**config.mk**
```make
export PLATFORM = sky130hd
export DESIGN_NAME = trimmed_mean_zone_classifier
export DESIGN_NICKNAME = d
export VERILOG_FILES = /design/src/rtl/core/tmzc_pkg.sv /design/src/rtl/core/tmzc_accum.sv /design/src/rtl/core/tmzc_divide.sv /design/src/rtl/core/tmzc_classify.sv /design/src/rtl/core/trimmed_mean_zone_classifier.sv
export SDC_FILE = /design/constraint.sdc
export NUM_CORES = 1
export LEC_CHECK = 0
export BUFFER_PORTS_ARGS = -buffer_cell sky130_fd_sc_hd__buf_2
export CAP_MARGIN = 20
export CORE_ASPECT_RATIO = 2
export CORE_MARGIN = 1.5
export CORE_UTILIZATION = 58
export CTS_BUF_LIST = sky130_fd_sc_hd__clkbuf_8
export CTS_CLUSTER_DIAMETER = 60
export DETAILED_ROUTE_END_ITERATION = 6
export PLACE_DENSITY = 0.79
export SLEW_MARGIN = 20
export SYNTH_ARGS = -nofsm -noshare
export SYNTH_HDL_FRONTEND = slang
export SYNTH_SLANG_ARGS = --single-unit
export TNS_END_PERCENT = 100
```
**constraint.sdc**
```tcl
create_clock -name clk -period 3.1 [get_ports clk]
set_input_delay 0.155 -clock clk [delete_from_list [all_inputs] [get_ports clk]]
set_output_delay 0.155 -clock clk [all_outputs]
set_load 0.03 [all_outputs]
```
**src/rtl/core/tmzc_pkg.sv**
```systemverilog
// shared types and constants for the trimmed mean zone classifier
// no dependencies
`default_nettype none

package tmzc_pkg;

    localparam int SAMPLE_W = 12;
    localparam int SUM_W    = 16;
    localparam int MIN_W    = 13;
    localparam int CFG_W    = 12;
    localparam int CFG_IDX_W = 2;
    localparam int ZONE_W   = 2;

    localparam logic [MIN_W-1:0] MIN_START = 13'd4096;

    localparam logic [CFG_IDX_W-1:0] REG_ZONE_FLOOR    = 2'd0;
    localparam logic [CFG_IDX_W-1:0] REG_ZONE_EDGE_ONE = 2'd1;
    localparam logic [CFG_IDX_W-1:0] REG_ZONE_EDGE_TWO = 2'd2;
    localparam logic [CFG_IDX_W-1:0] REG_ZONE_CEILING  = 2'd3;

    localparam logic [CFG_W-1:0] ZONE_FLOOR_RST    = 12'd0;
    localparam logic [CFG_W-1:0] ZONE_EDGE_ONE_RST = 12'd1000;
    localparam logic [CFG_W-1:0] ZONE_EDGE_TWO_RST = 12'd2200;
    localparam logic [CFG_W-1:0] ZONE_CEILING_RST  = 12'd4095;

    localparam logic [ZONE_W-1:0] ZONE_LOW  = 2'd0;
    localparam logic [ZONE_W-1:0] ZONE_MID  = 2'd1;
    localparam logic [ZONE_W-1:0] ZONE_HIGH = 2'd2;

    typedef struct packed {
        logic [SAMPLE_W-1:0] sample;
        logic                axis;
    } item_t;

    typedef struct packed {
        logic [SAMPLE_W-1:0] mean_value;
        logic [ZONE_W-1:0]   zone;
        logic                axis_out;
    } result_t;

    typedef struct packed {
        logic [SUM_W-1:0]    sum;
        logic [SAMPLE_W-1:0] largest;
        logic [SAMPLE_W-1:0] smallest;
        logic                axis;
    } burst_totals_t;

    typedef struct packed {
        logic [SAMPLE_W-1:0] mean_value;
        logic                axis;
    } mean_t;

endpackage

`default_nettype wire

```
**src/rtl/core/tmzc_accum.sv**
```systemverilog
// burst accumulator: drops the settling sample, sums and tracks extremes
// depends on tmzc_pkg
`default_nettype none

module tmzc_accum #(
    parameter int SAMPLES = 6
) (
    input  wire logic                   clk,
    input  wire logic                   rst_n,
    input  wire logic                   adv,
    input  wire logic                   item_valid,
    input  wire tmzc_pkg::item_t        item,
    output logic                        totals_valid,
    output tmzc_pkg::burst_totals_t     totals
);
    import tmzc_pkg::*;

    localparam int CNT_W = $clog2(SAMPLES + 1);
    localparam logic [CNT_W-1:0] LAST_CNT = CNT_W'(SAMPLES);

    logic [CNT_W-1:0]    count_reg, count_next;
    logic [SUM_W-1:0]    sum_reg, sum_next;
    logic [SAMPLE_W-1:0] max_reg, max_next;
    logic [MIN_W-1:0]    min_reg, min_next;
    logic                totals_valid_reg, totals_valid_next;
    burst_totals_t       totals_reg, totals_next;

    logic                accept;
    logic [SUM_W-1:0]    sum_upd;
    logic [SAMPLE_W-1:0] max_upd;
    logic [MIN_W-1:0]    min_upd;
    logic [MIN_W-1:0]    sample_wide;

    assign accept      = item_valid && adv;
    assign sample_wide = {1'b0, item.sample};
    assign sum_upd     = sum_reg + SUM_W'(item.sample);
    assign max_upd     = (item.sample >= max_reg) ? item.sample : max_reg;
    assign min_upd     = (sample_wide <= min_reg) ? sample_wide : min_reg;

    always_comb
    begin
        count_next        = count_reg;
        sum_next          = sum_reg;
        max_next          = max_reg;
        min_next          = min_reg;
        totals_valid_next = totals_valid_reg;
        totals_next       = totals_reg;
        if (adv)
        begin
            totals_valid_next = 1'b0;
        end
        if (accept)
        begin
            if (count_reg == '0)
            begin
                count_next = CNT_W'(1);
            end
            else if (count_reg != LAST_CNT)
            begin
                count_next = count_reg + CNT_W'(1);
                sum_next   = sum_upd;
                max_next   = max_upd;
                min_next   = min_upd;
            end
            else
            begin
                totals_valid_next    = 1'b1;
                totals_next.sum      = sum_upd;
                totals_next.largest  = max_upd;
                totals_next.smallest = min_upd[SAMPLE_W-1:0];
                totals_next.axis     = item.axis;
                count_next           = '0;
                sum_next             = '0;
                max_next             = '0;
                min_next             = MIN_START;
            end
        end
    end

    always_ff @(posedge clk or negedge rst_n)
    begin
        if (!rst_n)
        begin
            count_reg        <= '0;
            sum_reg          <= '0;
            max_reg          <= '0;
            min_reg          <= MIN_START;
            totals_valid_reg <= 1'b0;
        end
        else
        begin
            count_reg        <= count_next;
            sum_reg          <= sum_next;
            max_reg          <= max_next;
            min_reg          <= min_next;
            totals_valid_reg <= totals_valid_next;
        end
    end

    always_ff @(posedge clk)
    begin
        totals_reg <= totals_next;
    end

    assign totals_valid = totals_valid_reg;
    assign totals       = totals_reg;

endmodule

`default_nettype wire

```
**src/rtl/core/tmzc_divide.sv**
```systemverilog
// trims the extremes and divides by samples minus two via reciprocal multiply
// depends on tmzc_pkg
`default_nettype none

module tmzc_divide #(
    parameter int SAMPLES = 6
) (
    input  wire logic                       clk,
    input  wire logic                       rst_n,
    input  wire logic                       adv,
    input  wire logic                       totals_valid,
    input  wire tmzc_pkg::burst_totals_t    totals,
    output logic                            mean_valid,
    output tmzc_pkg::mean_t                 mean
);
    import tmzc_pkg::*;

    localparam int    DIVISOR    = SAMPLES - 2;
    localparam int    SHIFT      = SUM_W + $clog2(DIVISOR);
    localparam int    RECIP_W    = SUM_W + 1;
    localparam int    PROD_W     = SUM_W + RECIP_W;
    localparam longint RECIP_FULL = ((longint'(1) << SHIFT) + DIVISOR - 1) / DIVISOR;
    localparam logic [RECIP_W-1:0] RECIP = RECIP_W'(RECIP_FULL);

    logic [SUM_W-1:0]  trimmed;
    logic [PROD_W-1:0] product;
    logic [PROD_W-1:0] quotient;

    logic  mean_valid_reg, mean_valid_next;
    mean_t mean_reg, mean_next;

    assign trimmed  = totals.sum - SUM_W'(totals.largest) - SUM_W'(totals.smallest);
    assign product  = PROD_W'(trimmed) * PROD_W'(RECIP);
    assign quotient = product >> SHIFT;

    always_comb
    begin
        mean_valid_next = mean_valid_reg;
        mean_next       = mean_reg;
        if (adv)
        begin
            mean_valid_next = totals_valid;
            if (totals_valid)
            begin
                mean_next.mean_value = quotient[SAMPLE_W-1:0];
                mean_next.axis       = totals.axis;
            end
        end
    end

    always_ff @(posedge clk or negedge rst_n)
    begin
        if (!rst_n)
        begin
            mean_valid_reg <= 1'b0;
        end
        else
        begin
            mean_valid_reg <= mean_valid_next;
        end
    end

    always_ff @(posedge clk)
    begin
        mean_reg <= mean_next;
    end

    assign mean_valid = mean_valid_reg;
    assign mean       = mean_reg;

endmodule

`default_nettype wire

```
**src/rtl/core/tmzc_classify.sv**
```systemverilog
// zone boundary registers, zone classification and the result register
// depends on tmzc_pkg
`default_nettype none

module tmzc_classify (
    input  wire logic                               clk,
    input  wire logic                               rst_n,
    input  wire logic                               adv,
    input  wire logic                               cfg_wr_en,
    input  wire logic [tmzc_pkg::CFG_IDX_W-1:0]     cfg_index,
    input  wire logic [tmzc_pkg::CFG_W-1:0]         cfg_data,
    input  wire logic                               mean_valid,
    input  wire tmzc_pkg::mean_t                    mean,
    output logic                                    result_valid,
    output tmzc_pkg::result_t                       result
);
    import tmzc_pkg::*;

    logic [CFG_W-1:0] floor_reg, floor_next;
    logic [CFG_W-1:0] edge_one_reg, edge_one_next;
    logic [CFG_W-1:0] edge_two_reg, edge_two_next;
    logic [CFG_W-1:0] ceiling_reg, ceiling_next;

    logic             result_valid_reg, result_valid_next;
    result_t          result_reg, result_next;
    logic [ZONE_W-1:0] zone;

    always_comb
    begin
        floor_next    = floor_reg;
        edge_one_next = edge_one_reg;
        edge_two_next = edge_two_reg;
        ceiling_next  = ceiling_reg;
        if (cfg_wr_en)
        begin
            case (cfg_index)
                REG_ZONE_FLOOR:    floor_next    = cfg_data;
                REG_ZONE_EDGE_ONE: edge_one_next = cfg_data;
                REG_ZONE_EDGE_TWO: edge_two_next = cfg_data;
                REG_ZONE_CEILING:  ceiling_next  = cfg_data;
                default:           floor_next    = floor_reg;
            endcase
        end
    end

    // first matching zone wins, outside every zone falls back to the low zone
    always_comb
    begin
        if (mean.mean_value > floor_reg && mean.mean_value <= edge_one_reg)
        begin
            zone = ZONE_LOW;
        end
        else if (mean.mean_value > edge_one_reg && mean.mean_value <= edge_two_reg)
        begin
            zone = ZONE_MID;
        end
        else if (mean.mean_value > edge_two_reg && mean.mean_value <= ceiling_reg)
        begin
            zone = ZONE_HIGH;
        end
        else
        begin
            zone = ZONE_LOW;
        end
    end

    always_comb
    begin
        result_valid_next = result_valid_reg;
        result_next       = result_reg;
        if (adv)
        begin
            result_valid_next = mean_valid;
            if (mean_valid)
            begin
                result_next.mean_value = mean.mean_value;
                result_next.zone       = zone;
                result_next.axis_out   = mean.axis;
            end
        end
    end

    always_ff @(posedge clk or negedge rst_n)
    begin
        if (!rst_n)
        begin
            floor_reg        <= ZONE_FLOOR_RST;
            edge_one_reg     <= ZONE_EDGE_ONE_RST;
            edge_two_reg     <= ZONE_EDGE_TWO_RST;
            ceiling_reg      <= ZONE_CEILING_RST;
            result_valid_reg <= 1'b0;
        end
        else
        begin
            floor_reg        <= floor_next;
            edge_one_reg     <= edge_one_next;
            edge_two_reg     <= edge_two_next;
            ceiling_reg      <= ceiling_next;
            result_valid_reg <= result_valid_next;
        end
    end

    always_ff @(posedge clk)
    begin
        result_reg <= result_next;
    end

    assign result_valid = result_valid_reg;
    assign result       = result_reg;

endmodule

`default_nettype wire

```
**src/rtl/core/trimmed_mean_zone_classifier.sv**
```systemverilog
// trimmed mean zone classifier, top level
// depends on tmzc_pkg, tmzc_accum, tmzc_divide, tmzc_classify
//
// item channel: item_valid, item_stall, item (sample, axis). one item per cycle.
// the first item of each burst is a settling conversion and is dropped; the next
// SAMPLES items are summed, largest and smallest are removed and the rest is
// divided by SAMPLES-2. one result item follows each burst of SAMPLES+1 items.
// result channel: result_valid, result_stall, result (mean_value, zone, axis_out).
// the totals, the mean and the result are registered in turn after the edge that
// accepts the last item of a burst. throughput: one item per cycle, through the
// three-stage pipe (accumulator, reciprocal multiply, classify and result register).
// a stalled result holds the whole pipe: item_stall follows result_stall while a
// result is waiting. otherwise items are taken every cycle.
// config: cfg_wr_en, cfg_index, cfg_data write the four zone boundaries; write
// only while the block is idle.
// reset: burst restarts (next item dropped), boundaries return to 0, 1000, 2200,
// 4095, no result pending.
`default_nettype none

module trimmed_mean_zone_classifier #(
    parameter int SAMPLES = 6
) (
    input  wire logic                               clk,
    input  wire logic                               rst_n,
    input  wire logic                               item_valid,
    output logic                                    item_stall,
    input  wire tmzc_pkg::item_t                    item,
    output logic                                    result_valid,
    input  wire logic                               result_stall,
    output tmzc_pkg::result_t                       result,
    input  wire logic                               cfg_wr_en,
    input  wire logic [tmzc_pkg::CFG_IDX_W-1:0]     cfg_index,
    input  wire logic [tmzc_pkg::CFG_W-1:0]         cfg_data
);
    import tmzc_pkg::*;

    logic          adv;
    logic          totals_valid;
    burst_totals_t totals;
    logic          mean_valid;
    mean_t         mean;

    assign adv        = !(result_valid && result_stall);
    assign item_stall = !adv;

    tmzc_accum #(
        .SAMPLES(SAMPLES)
    ) u_accum (
        .clk          (clk),
        .rst_n        (rst_n),
        .adv          (adv),
        .item_valid   (item_valid),
        .item         (item),
        .totals_valid (totals_valid),
        .totals       (totals)
    );

    tmzc_divide #(
        .SAMPLES(SAMPLES)
    ) u_divide (
        .clk          (clk),
        .rst_n        (rst_n),
        .adv          (adv),
        .totals_valid (totals_valid),
        .totals       (totals),
        .mean_valid   (mean_valid),
        .mean         (mean)
    );

    tmzc_classify u_classify (
        .clk          (clk),
        .rst_n        (rst_n),
        .adv          (adv),
        .cfg_wr_en    (cfg_wr_en),
        .cfg_index    (cfg_index),
        .cfg_data     (cfg_data),
        .mean_valid   (mean_valid),
        .mean         (mean),
        .result_valid (result_valid),
        .result       (result)
    );

endmodule

`default_nettype wire

```
==> reports/metrics.cfg, run 1 <==
[synthesis]
synth-seq-cells = 160
syn-num-nets = 939
synthFlopType = dfrtp_1
ys_warn_count = 0
synthArstFlopShare_pct = 58.1
synth.distinct_cells = 57
netlist_area_sq_um = 8960
synth-edff-count = 67
synth.avg_cell_area_sq_um = 11.2
yosysSeqAreaShare_pct = 48.7
syn_inst = 798

[timing]
fin_crit_ns = 2.75
max_slew_margin_pct = 30.5
worst_pin_slew_ns = 1.04
final_max_slew_viol_count = 0
fin_crit_sh_pct = 88.8
fmax_mhz = 363
hold_viol = 0
finalSetupViolCount = 0
layout_setup_ws_ns = 0.347
fin_skew_ns = 0.0147
tns_ns = 0
grt_setup_unrepaired = no

[clock_tree]
path_clk_slew_ns = 0.09
cts_buffer_depth = 2
hold_buffers = 16
numClockSinks = 160
post_cts_buffers = 0
cts_resized = 0
cts_tree = done
cts_root_buffer = clkbuf_8
insertion_delay_ns = 0.45
numCtsBuffers = 17
h-tree-depth = 4

[placement]
dp_hpwl_um = 14200
port_buffers = 48
gp_congestion = 0.883
pre_cts_ws_ns = 0.350
placed_area_sq_um = 9460

[status]
outcome = finished clean

[final_layout]
final_core_util_pct = 65.9
final_cell_area_sq_um = 10000
drive_gt1_share_pct = 19.0
nets = 1016
syn_to_final_growth_pct = 11.9
antenna_cells = 0
largest_reg_flops = 39

[worst_setup_path]
worstPathCellList = inv_1 > ha_1 > a21oi_1 > nor2_1 > a211oi_1 > o21ai_2 > o21bai_1 > a22o_1
rrSetupSlack_ns = 0.35
worstSetupPathType = flop to flop
cpMaxStageDelayCell = o21bai_1
end_kind = flop
cp.buffers_inverters = 1
required_ns = 3.48
r2r-start = u_accum.max_reg[9]
worstPathMaxFanout = 12
cpLargestDelayFamily = compound AO/OA/AOI/OAI gates
startpoint_type = flop
critPathMaxStageDelay_ns = 0.85
cp-startpoint = u_accum.max_reg[9]
cp.arrival_ns = 3.14

[die]
rows = 64
fp.dieW_um = 90.9
die-area_sq_um = 16200
coreArea_sq_um = 15200
fp.dieH_um = 179
ios = 49
start_util_pct = 58.9

[worst_hold_path]
min_path_type = input pin to flop
min_from = item[4]

[grt]
grt_pass1_vias = 6322
grt_use_total_pct = 24.1
use_met1_pct = 23.6
grt_pass1_wl_um = 30000
grt_overflow = 0
met3_usage_pct = 3.31
grt.busiest_layer = met2
grt_util_met2_pct = 46.5
antenna_found_initial = 0
grt_max_degree = 42

[drt]
detail-route-antenna-nets = 0
via_count = 6046
first_pass_iters = 4
first_iter_violations = 308
wl_per_cell_um = 16.7
vias_per_cell = 5.57
finalWirelength_um = 18100
remaining_drc_errors = 0

[power]
ir_drop_v = 0.000628
p_leak_nw = 4.57
power.density_nw_per_um2 = 764

[flow_run]
maxCapViolCount = 0

## final timing paths
kind                            cells after the start                    endpoint
worst min register to register                      0        u_classify.result[0]
worst max-delay path                                8         u_accum.max_reg[11]
min in group asynchronous                           2  u_classify.edge_two_reg[1]
worst min-delay path                                2          u_accum.max_reg[3]
worst max register to register                      8         u_accum.max_reg[11]
max in group asynchronous                           3  u_classify.edge_one_reg[8]
## cell type report
type / count / area (sq um)
tap: 198 / 248
timing repair buffer: 73 / 483
fill: 1216 / 5180
clock inverter: 15 / 158
inverter: 103 / 387
sequential: 160 / 4370
clock buffer: 17 / 234
multi-input combinational: 520 / 4150
## cells in the final DEF, fill, tap and decap left out, types with 3 or more instances in the layout
cell	instances
nand2b_1	3
nor2_1	26
inv_1	103
o21a_1	5
and2_1	5
a21oi_1	37
o21ai_0	57
o31ai_1	3
nand4_1	14
a21o_1	16
inv_6	5
xor2_1	7
fa_1	12
xnor2_1	14
a2111oi_0	3
clkinvlp_4	6
a22o_1	31
nor2b_1	6
mux2_2	39
clkbuf_8	17
o21bai_1	4
nand2_1	73
a211oi_1	11
edfxtp_1	67
ha_1	97
nor3_1	11
nand3b_1	3
dlygate4sd3_1	16
dfrtp_1	70
nand3_1	7
o211ai_1	4
dfstp_2	23
buf_2	47
buf_4	9
## power by group
group	internal [mW]	switching, mW	leakage, nW
logic	1.31	1.72	2.68
registers	2.85	0.269	1.71
clock network	0.722	0.799	0.180
## routing by layer
| metal | part of all wire [%] | vias to the layer above |
|---|---|---|
| met5 | 0 | - |
| met4 | 4.9 | 0 |
| met3 | 2.1 | 49 |
| met2 | 57 | 106 |
| met1 | 36 | 2909 |
| li1 | - | 2982 |
## synth_stat cells (all sizes together), types with 2 or more instances
| library cell | count | area share [%] |
|---|---|---|
| or2 | 2 | 0.14 |
| ha | 97 | 14 |
| nand2 | 73 | 3.1 |
| dfrtp | 70 | 20 |
| a211oi | 12 | 1.1 |
| clkbuf | 7 | 0.29 |
| a21o | 16 | 1.3 |
| a22o | 31 | 3.0 |
| nand3 | 7 | 0.39 |
| nand4 | 14 | 0.98 |
| fa | 12 | 2.7 |
| a2111oi | 3 | 0.29 |
| and2 | 7 | 0.54 |
| nand2b | 3 | 0.21 |
| nor2b | 6 | 0.42 |
| dfstp | 23 | 6.7 |
| buf | 8 | 0.53 |
| xor2 | 7 | 0.68 |
| o21a | 5 | 0.42 |
| o31ai | 6 | 0.77 |
| xnor2 | 14 | 1.4 |
| mux2 | 39 | 4.9 |
| edfxtp | 67 | 22 |
| o311ai | 2 | 0.28 |
| o211ai | 4 | 0.34 |
| a21oi | 37 | 2.1 |
| inv | 103 | 4.3 |
| nor2 | 29 | 1.3 |
| o21bai | 5 | 0.46 |
| o21ai | 60 | 3.4 |
| nand3b | 3 | 0.25 |
| or3 | 2 | 0.14 |
| nor3 | 12 | 0.73 |
| nor3b | 2 | 0.17 |
## metrics by stage
| stage | hold WS, ns | total power, mW | std cells |
|---|---|---|---|
| after floorplan | -0.141 | 5.37 | 798 |
| after global placement | 0.154 | 6.05 | 1037 |
| after detailed placement | 0.162 | 6.16 | 1037 |
| after CTS | 0.00215 | 7.71 | 1085 |
| after global routing | 0.0279 | 8.22 | 1086 |
| final | 0.0335 | 7.66 | 1086 |
## kinds of logic after synthesis
logic type,after synthesis,share of synthesized area (%)
compound gates,188,14.2
buf+inv,118,5.14
simple gates,162,8.63
xor+xnor,21,2.05
fa+ha+maj,109,16.2
mux,40,5.01
flops,160,48.7
No activity file was read; power rests on OpenSTA's default activity.
==> run 2, diff against run 1 <==
--- a/config.mk
+++ b/config.mk
@@ -17,5 +17,6 @@
 export SLEW_MARGIN = 20
 export SYNTH_ARGS = -nofsm -noshare
 export SYNTH_HDL_FRONTEND = slang
+export SYNTH_HIERARCHICAL = 1
 export SYNTH_SLANG_ARGS = --single-unit
 export TNS_END_PERCENT = 100
==> run 2 against run 1 <==
Effect of this change:
- first-iteration DRC count fell by 8.4%
- combinational power up 16%
- critical endpoint is now u_divide/mean[8]
- largest power group is now combinational logic
- area after synthesis up 2.0%
- sequential share of layout area is 0.61 points lower
- count of clock-buffer cells in the layout stayed put
- clock skew down 0.00086 ns
- non-clock buffer count shrank 3
==> reports/metrics.cfg, run 2 <==
[die]
ios = 49
die-area_sq_um = 16600
fp.dieW_um = 91.8
rows = 64
start_util_pct = 59.5
coreArea_sq_um = 15400
fp.dieH_um = 181

[worst_hold_path]
min_from = item[12]
hold_depth = 2
min_path_type = input pin to flop

[timing]
worst_pin_slew_ns = 0.833
max_slew_margin_pct = 44.3
fmax_mhz = 380
final_max_slew_viol_count = 0
hold_slack_ns = 0.0335
fin_skew_ns = 0.0138
fin_crit_sh_pct = 84.8
tns_ns = 0
finalSetupViolCount = 0
fin_crit_ns = 2.63
hold_viol = 0
grt_setup_unrepaired = no

[worst_setup_path]
end_kind = flop
r2r-start = u_accum/totals[17]
cp-startpoint = u_accum/totals[17]
required_ns = 3.31
worstPathCellList = inv_1 > fa_1 > ha_1 > a21oi_1 > nand2_1 > o2111ai_1 > nand3b_1 > a211oi_1 > nor2_1
cpMaxStageDelayCell = fa_1
cpLargestDelayFamily = compound AO/OA/AOI/OAI gates
cp.buffers_inverters = 1
cp_num_cells = 9
startpoint_type = flop
critPathMaxStageDelay_ns = 0.42
reg2regPathDepth = 9
worstPathMaxFanout = 4
worstSetupPathType = flop to flop
cp.arrival_ns = 2.84

[clock_tree]
path_clk_slew_ns = 0.09
cts_buffer_depth = 2
numCtsBuffers = 17
insertion_delay_ns = 0.46
cts_root_buffer = clkbuf_8
h-tree-depth = 4
numClockSinks = 160
cts_tree = done

[final_layout]
fill_cells = 1238
antenna_cells = 0
syn_to_final_growth_pct = 11.3
drive_gt1_share_pct = 21.1
mostFrequentLayoutCell = inv_1
mostFrequentLayoutCells = 101 x inv_1, 97 x ha_1, 70 x dfrtp_1
nets = 1009
largest_reg_flops = 39

[placement]
dp_hpwl_um = 14700
port_buffers = 48
gp_congestion = 0.922

[power]
p_int_mw = 5.24
p_comb_share_pct = 42.1
swShare_pct = 37.0
power_frac_seq_pct = 38.6
ir_drop_v = 0.000668
p_leak_nw = 4.62
clockPowerShare_pct = 19.3
power.density_nw_per_um2 = 818
p_sw_mw = 3.08

[drt]
vias_per_cell = 5.80
via_count = 6257
first_iter_violations = 282
detail-route-antenna-nets = 0
remaining_drc_errors = 0
finalWirelength_um = 19500
wl_per_cell_um = 18.0
first_pass_iters = 5

[status]
outcome = finished clean

[flow_run]
maxCapViolCount = 0

[synthesis]
syn_inst = 798
synth.avg_cell_area_sq_um = 11.5
ys_warn_count = 6
syn-num-nets = 939
netlist_area_sq_um = 9140

[grt]
antenna_found_initial = 0
grt_overflow = 0
grt_max_degree = 50
grt_use_total_pct = 24.9
grt_pass1_vias = 6587
grt_pass1_wl_um = 31400

==> run 2: cell types whose count changed in the layout (fill, tap and decap cells not counted), moves of 4 or more <==
cell	delta
a211oi_1	-7
nand2_1	-16
clkinvlp_4	-4
a31oi_1	+5
a211o_1	+4
and2_1	+4
nand3_1	+6
mux2_2	+13
nor3_1	-7
a32o_1	+14
a22o_1	-11
o21ai_0	-17
o21bai_1	-4
==> run 2: power by group through the flow <==
stage / clock network [mW] / logic (mW) / registers, mW
floorplan: 0 / 2.60 / 3.21
global placement: 0 / 3.34 / 3.23
detailed placement: 0 / 3.44 / 3.25
CTS: 1.64 / 3.49 / 3.21
global route: 1.74 / 3.87 / 3.27
finish: 1.61 / 3.50 / 3.21
==> run 2: metal layers <==
metal,global-route usage [%],routed length [um],vias to the layer above
met5,0,0,-
met4,16.3,1110,0
met3,3.71,559,61
met2,47.9,11100,150
met1,23.6,6730,3031
li1,-,-,3015
==> run 2: repair_timing <==
| action | in CTS | in global routing |
|---|---|---|
| endpoints found under the hold margin | 74 | 0 |
| resized for setup | 0 | 0 |
| hold buffers | 14 | 0 |
| buffers inserted | 0 | 0 |
==> run 2: layout make-up <==
type	instances	area, sq um	area share (%)
repair buffers	70	455	4.48
multi-input cells	518	4310	42.3
clock buffers	17	234	2.30
clock inverters	15	181	1.78
flip-flops and latches	160	4370	42.9
well taps	198	248	2.44
inverters	101	379	3.73
==> run 2: stage by stage <==
step           area, sq um  instances  util [%]  setup slack [ns]  total power [mW]
2_1_floorplan         9140        798         -             0.149              5.81
3_3_place_gp          9620       1033      62.5             0.569              6.57
3_5_place_dp          9620       1033      62.5             0.510              6.69
4_1_cts              10200       1079      66.2             0.483              8.35
5_1_grt              10200       1079      66.2             0.319              8.87
6_report             10200       1079      66.2             0.471              8.32
==> run 2: final timing paths <==
kind                                                   end  slack (ns)
worst max-delay path                      u_divide/mean[8]        0.47
worst max register to register            u_divide/mean[8]        0.47
worst min register to register        u_classify/result[0]        0.43
max in group asynchronous              u_accum/min_reg[12]        2.13
worst min-delay path                   u_accum/min_reg[11]        0.03
min in group asynchronous       u_classify/edge_one_reg[1]        0.24
==> run 3, diff against run 2 <==
==> constraint.sdc (replaced) <==
create_clock -name clk -period 2.3 [get_ports clk]
set_input_delay 0.115 -clock clk [delete_from_list [all_inputs] [get_ports clk]]
set_output_delay 0.115 -clock clk [all_outputs]
set_load 0.03 [all_outputs]
==> run 3 against run 2 <==
Effect of this change:
- highest routed layer unchanged
- global-route usage up 2.1 points
- die area unchanged
- final cell count up 5.6%
- clock power up 16%
- the run now ends with setup timing left
- first-iteration DRC count up 48%
- fmax up 9.4%
==> reports/metrics.cfg, run 3 (same netlist as run 2, synthesis figures left out) <==
[status]
outcome = complete, but fails checks
failed_checks = setup timing

[clock_tree]
numCtsBuffers = 17
numClockSinks = 160
path_clk_slew_ns = 0.08
h-tree-depth = 4
cts_root_buffer = clkbuf_8
insertion_delay_ns = 0.46
cts_tree = done
cts_buffer_depth = 2

[final_layout]
multi_input_comb_area_sq_um = 4840
post_layout_nonfiller_instances = 1139
mostFrequentLayoutCells = 89 x inv_1, 78 x ha_1, 70 x dfrtp_1
syn_to_final_growth_pct = 22.5
register_area_sq_um = 4370
antenna_cells = 0
mostFrequentLayoutCell = inv_1
nets = 1070
final_cell_area_sq_um = 11200
fill_cells = 1050
largest_reg_flops = 39
drive_gt1_share_pct = 32.7

[worst_setup_path]
end_kind = flop
cpLargestDelayFamily = adder cells
required_ns = 2.51
critPathMaxStageDelay_ns = 0.58
worstPathMaxFanout = 4
cpMaxStageDelayCell = fa_1
worstSetupPathType = flop to flop
cp.arrival_ns = 2.61
cp.buffers_inverters = 2
worstPathCellList = inv_2 > fa_1 > ha_4 > a21oi_4 > nand2_4 > o2111ai_4 > nand3b_1 > buf_4 > xor2_1
startpoint_type = flop

[power]
p_leak_nw = 4.99
ir_drop_v = 0.00105
finalPower_mw = 12.7
power.density_nw_per_um2 = 1130

[timing]
fin_crit_sh_pct = 104
fmax_mhz = 416
fin_crit_ns = 2.40
hold_viol = 0
fin_skew_ns = 0.0164
grt_setup_unrepaired = yes
worst_pin_slew_ns = 0.742
max_slew_margin_pct = 50.4
layout_setup_ws_ns = -0.102
finalSetupViolCount = 7
final_max_slew_viol_count = 0

[die]
ios = 49
fp.dieH_um = 181
coreArea_sq_um = 15400
rows = 64
fp.dieW_um = 91.8
die-area_sq_um = 16600
start_util_pct = 59.5

[placement]
gp_congestion = 0.909
port_buffers = 48
placed_area_sq_um = 10000
place_inst = 1077
dp_hpwl_um = 15600

[grt]
antenna_found_initial = 0
grt_overflow = 0
grt_pass1_wl_um = 34100
grt_use_total_pct = 27.0
grt_pass1_vias = 7265
grt_max_degree = 43

[drt]
detail-route-antenna-nets = 0
wl_per_cell_um = 18.8
finalWirelength_um = 21500
first_iter_violations = 417
vias_per_cell = 5.82
first_pass_iters = 4
via_count = 6633
remaining_drc_errors = 0

[worst_hold_path]
min_path_type = input pin to flop

[flow_run]
maxCapViolCount = 0

==> run 3: cell count changes in the layout (fill, tap and decap cells not counted), moves of 5 or more <==
cell,before,now
mux2_4,0,13
a21oi_2,3,8
inv_1,101,89
o21ai_0,40,31
inv_2,0,12
ha_4,0,18
a21oi_1,36,27
o21ai_1,2,7
mux2_2,52,39
ha_1,97,78
buf_4,8,56
==> run 3: path summary, 6_finish.rpt <==
check	depth (start not counted)	endpoint	start	slack, ns
max	9	u_divide/mean[7]	u_accum/totals[5]	-0.10
min	3	u_classify/floor_reg[2]	cfg_index[0]	0.03
max reg2reg	9	u_divide/mean[7]	u_accum/totals[5]	-0.10
min reg2reg	0	u_divide/mean[0]	u_accum/totals[0]	0.43
max in group asynchronous	3	u_classify/edge_one_reg[7]	rst_n	1.38
min in group asynchronous	2	u_classify/edge_one_reg[10]	rst_n	0.16
==> run 3: worst register-to-register path: stages, from the launching register on <==
cell and delay (ns):
edfxtp_1 0.34, inv_2 0.04, fa_1 0.58, ha_4 0.24, a21oi_4 0.16, nand2_4 0.10
o2111ai_4 0.27, nand3b_1 0.16, buf_4 0.16, xor2_1 0.13
==> run 3: where the power goes <==
group	total, mW	internal, mW	switching, mW
registers	4.36	3.93	0.430
clock network	1.87	0.785	1.09
logic	6.45	3.14	3.31
==> run 3: timing repair <==
action,4_1_cts,5_1_grt
setup buffers,10,5
pin swaps,46,31
setup endpoints to repair,45,60
hold buffers,18,0
gates cloned,1,1
endpoints found under the hold margin,84,0
resized for setup,67,42
==> run 3: metal layers <==
layer  vias to the layer above  track usage (%)  wire, um
met5                         -                0         0
met4                         0             17.1      1050
met3                        66             3.46       566
met2                       161             53.5     12600
met1                      3285             24.8      7250
li1                       3121                -         -
==> run 3: per-stage QoR <==
step / hold slack [ns] / util, % / setup slack (ns) / setup TNS (ns)
after floorplan: -0.181 / - / -0.0201 / -0.0397
after global placement: 0.109 / 65.1 / -0.178 / -1.83
after detailed placement: 0.116 / 65.1 / -0.253 / -3.45
after CTS: 0.00176 / 71.4 / -0.0698 / -0.240
after global routing: 0.0227 / 72.8 / -0.179 / -1.19
final: 0.0298 / 72.8 / -0.102 / -0.533
==> run 3: area by class of cell <==
type | instances | share of cell area (%)
clock buffers | 18 | 2.21
flip-flops and latches | 160 | 39.0
clock inverters | 13 | 0.905
multi-input cells | 518 | 43.3
repair buffers | 131 | 9.02
well taps | 198 | 2.21
inverters | 101 | 3.39
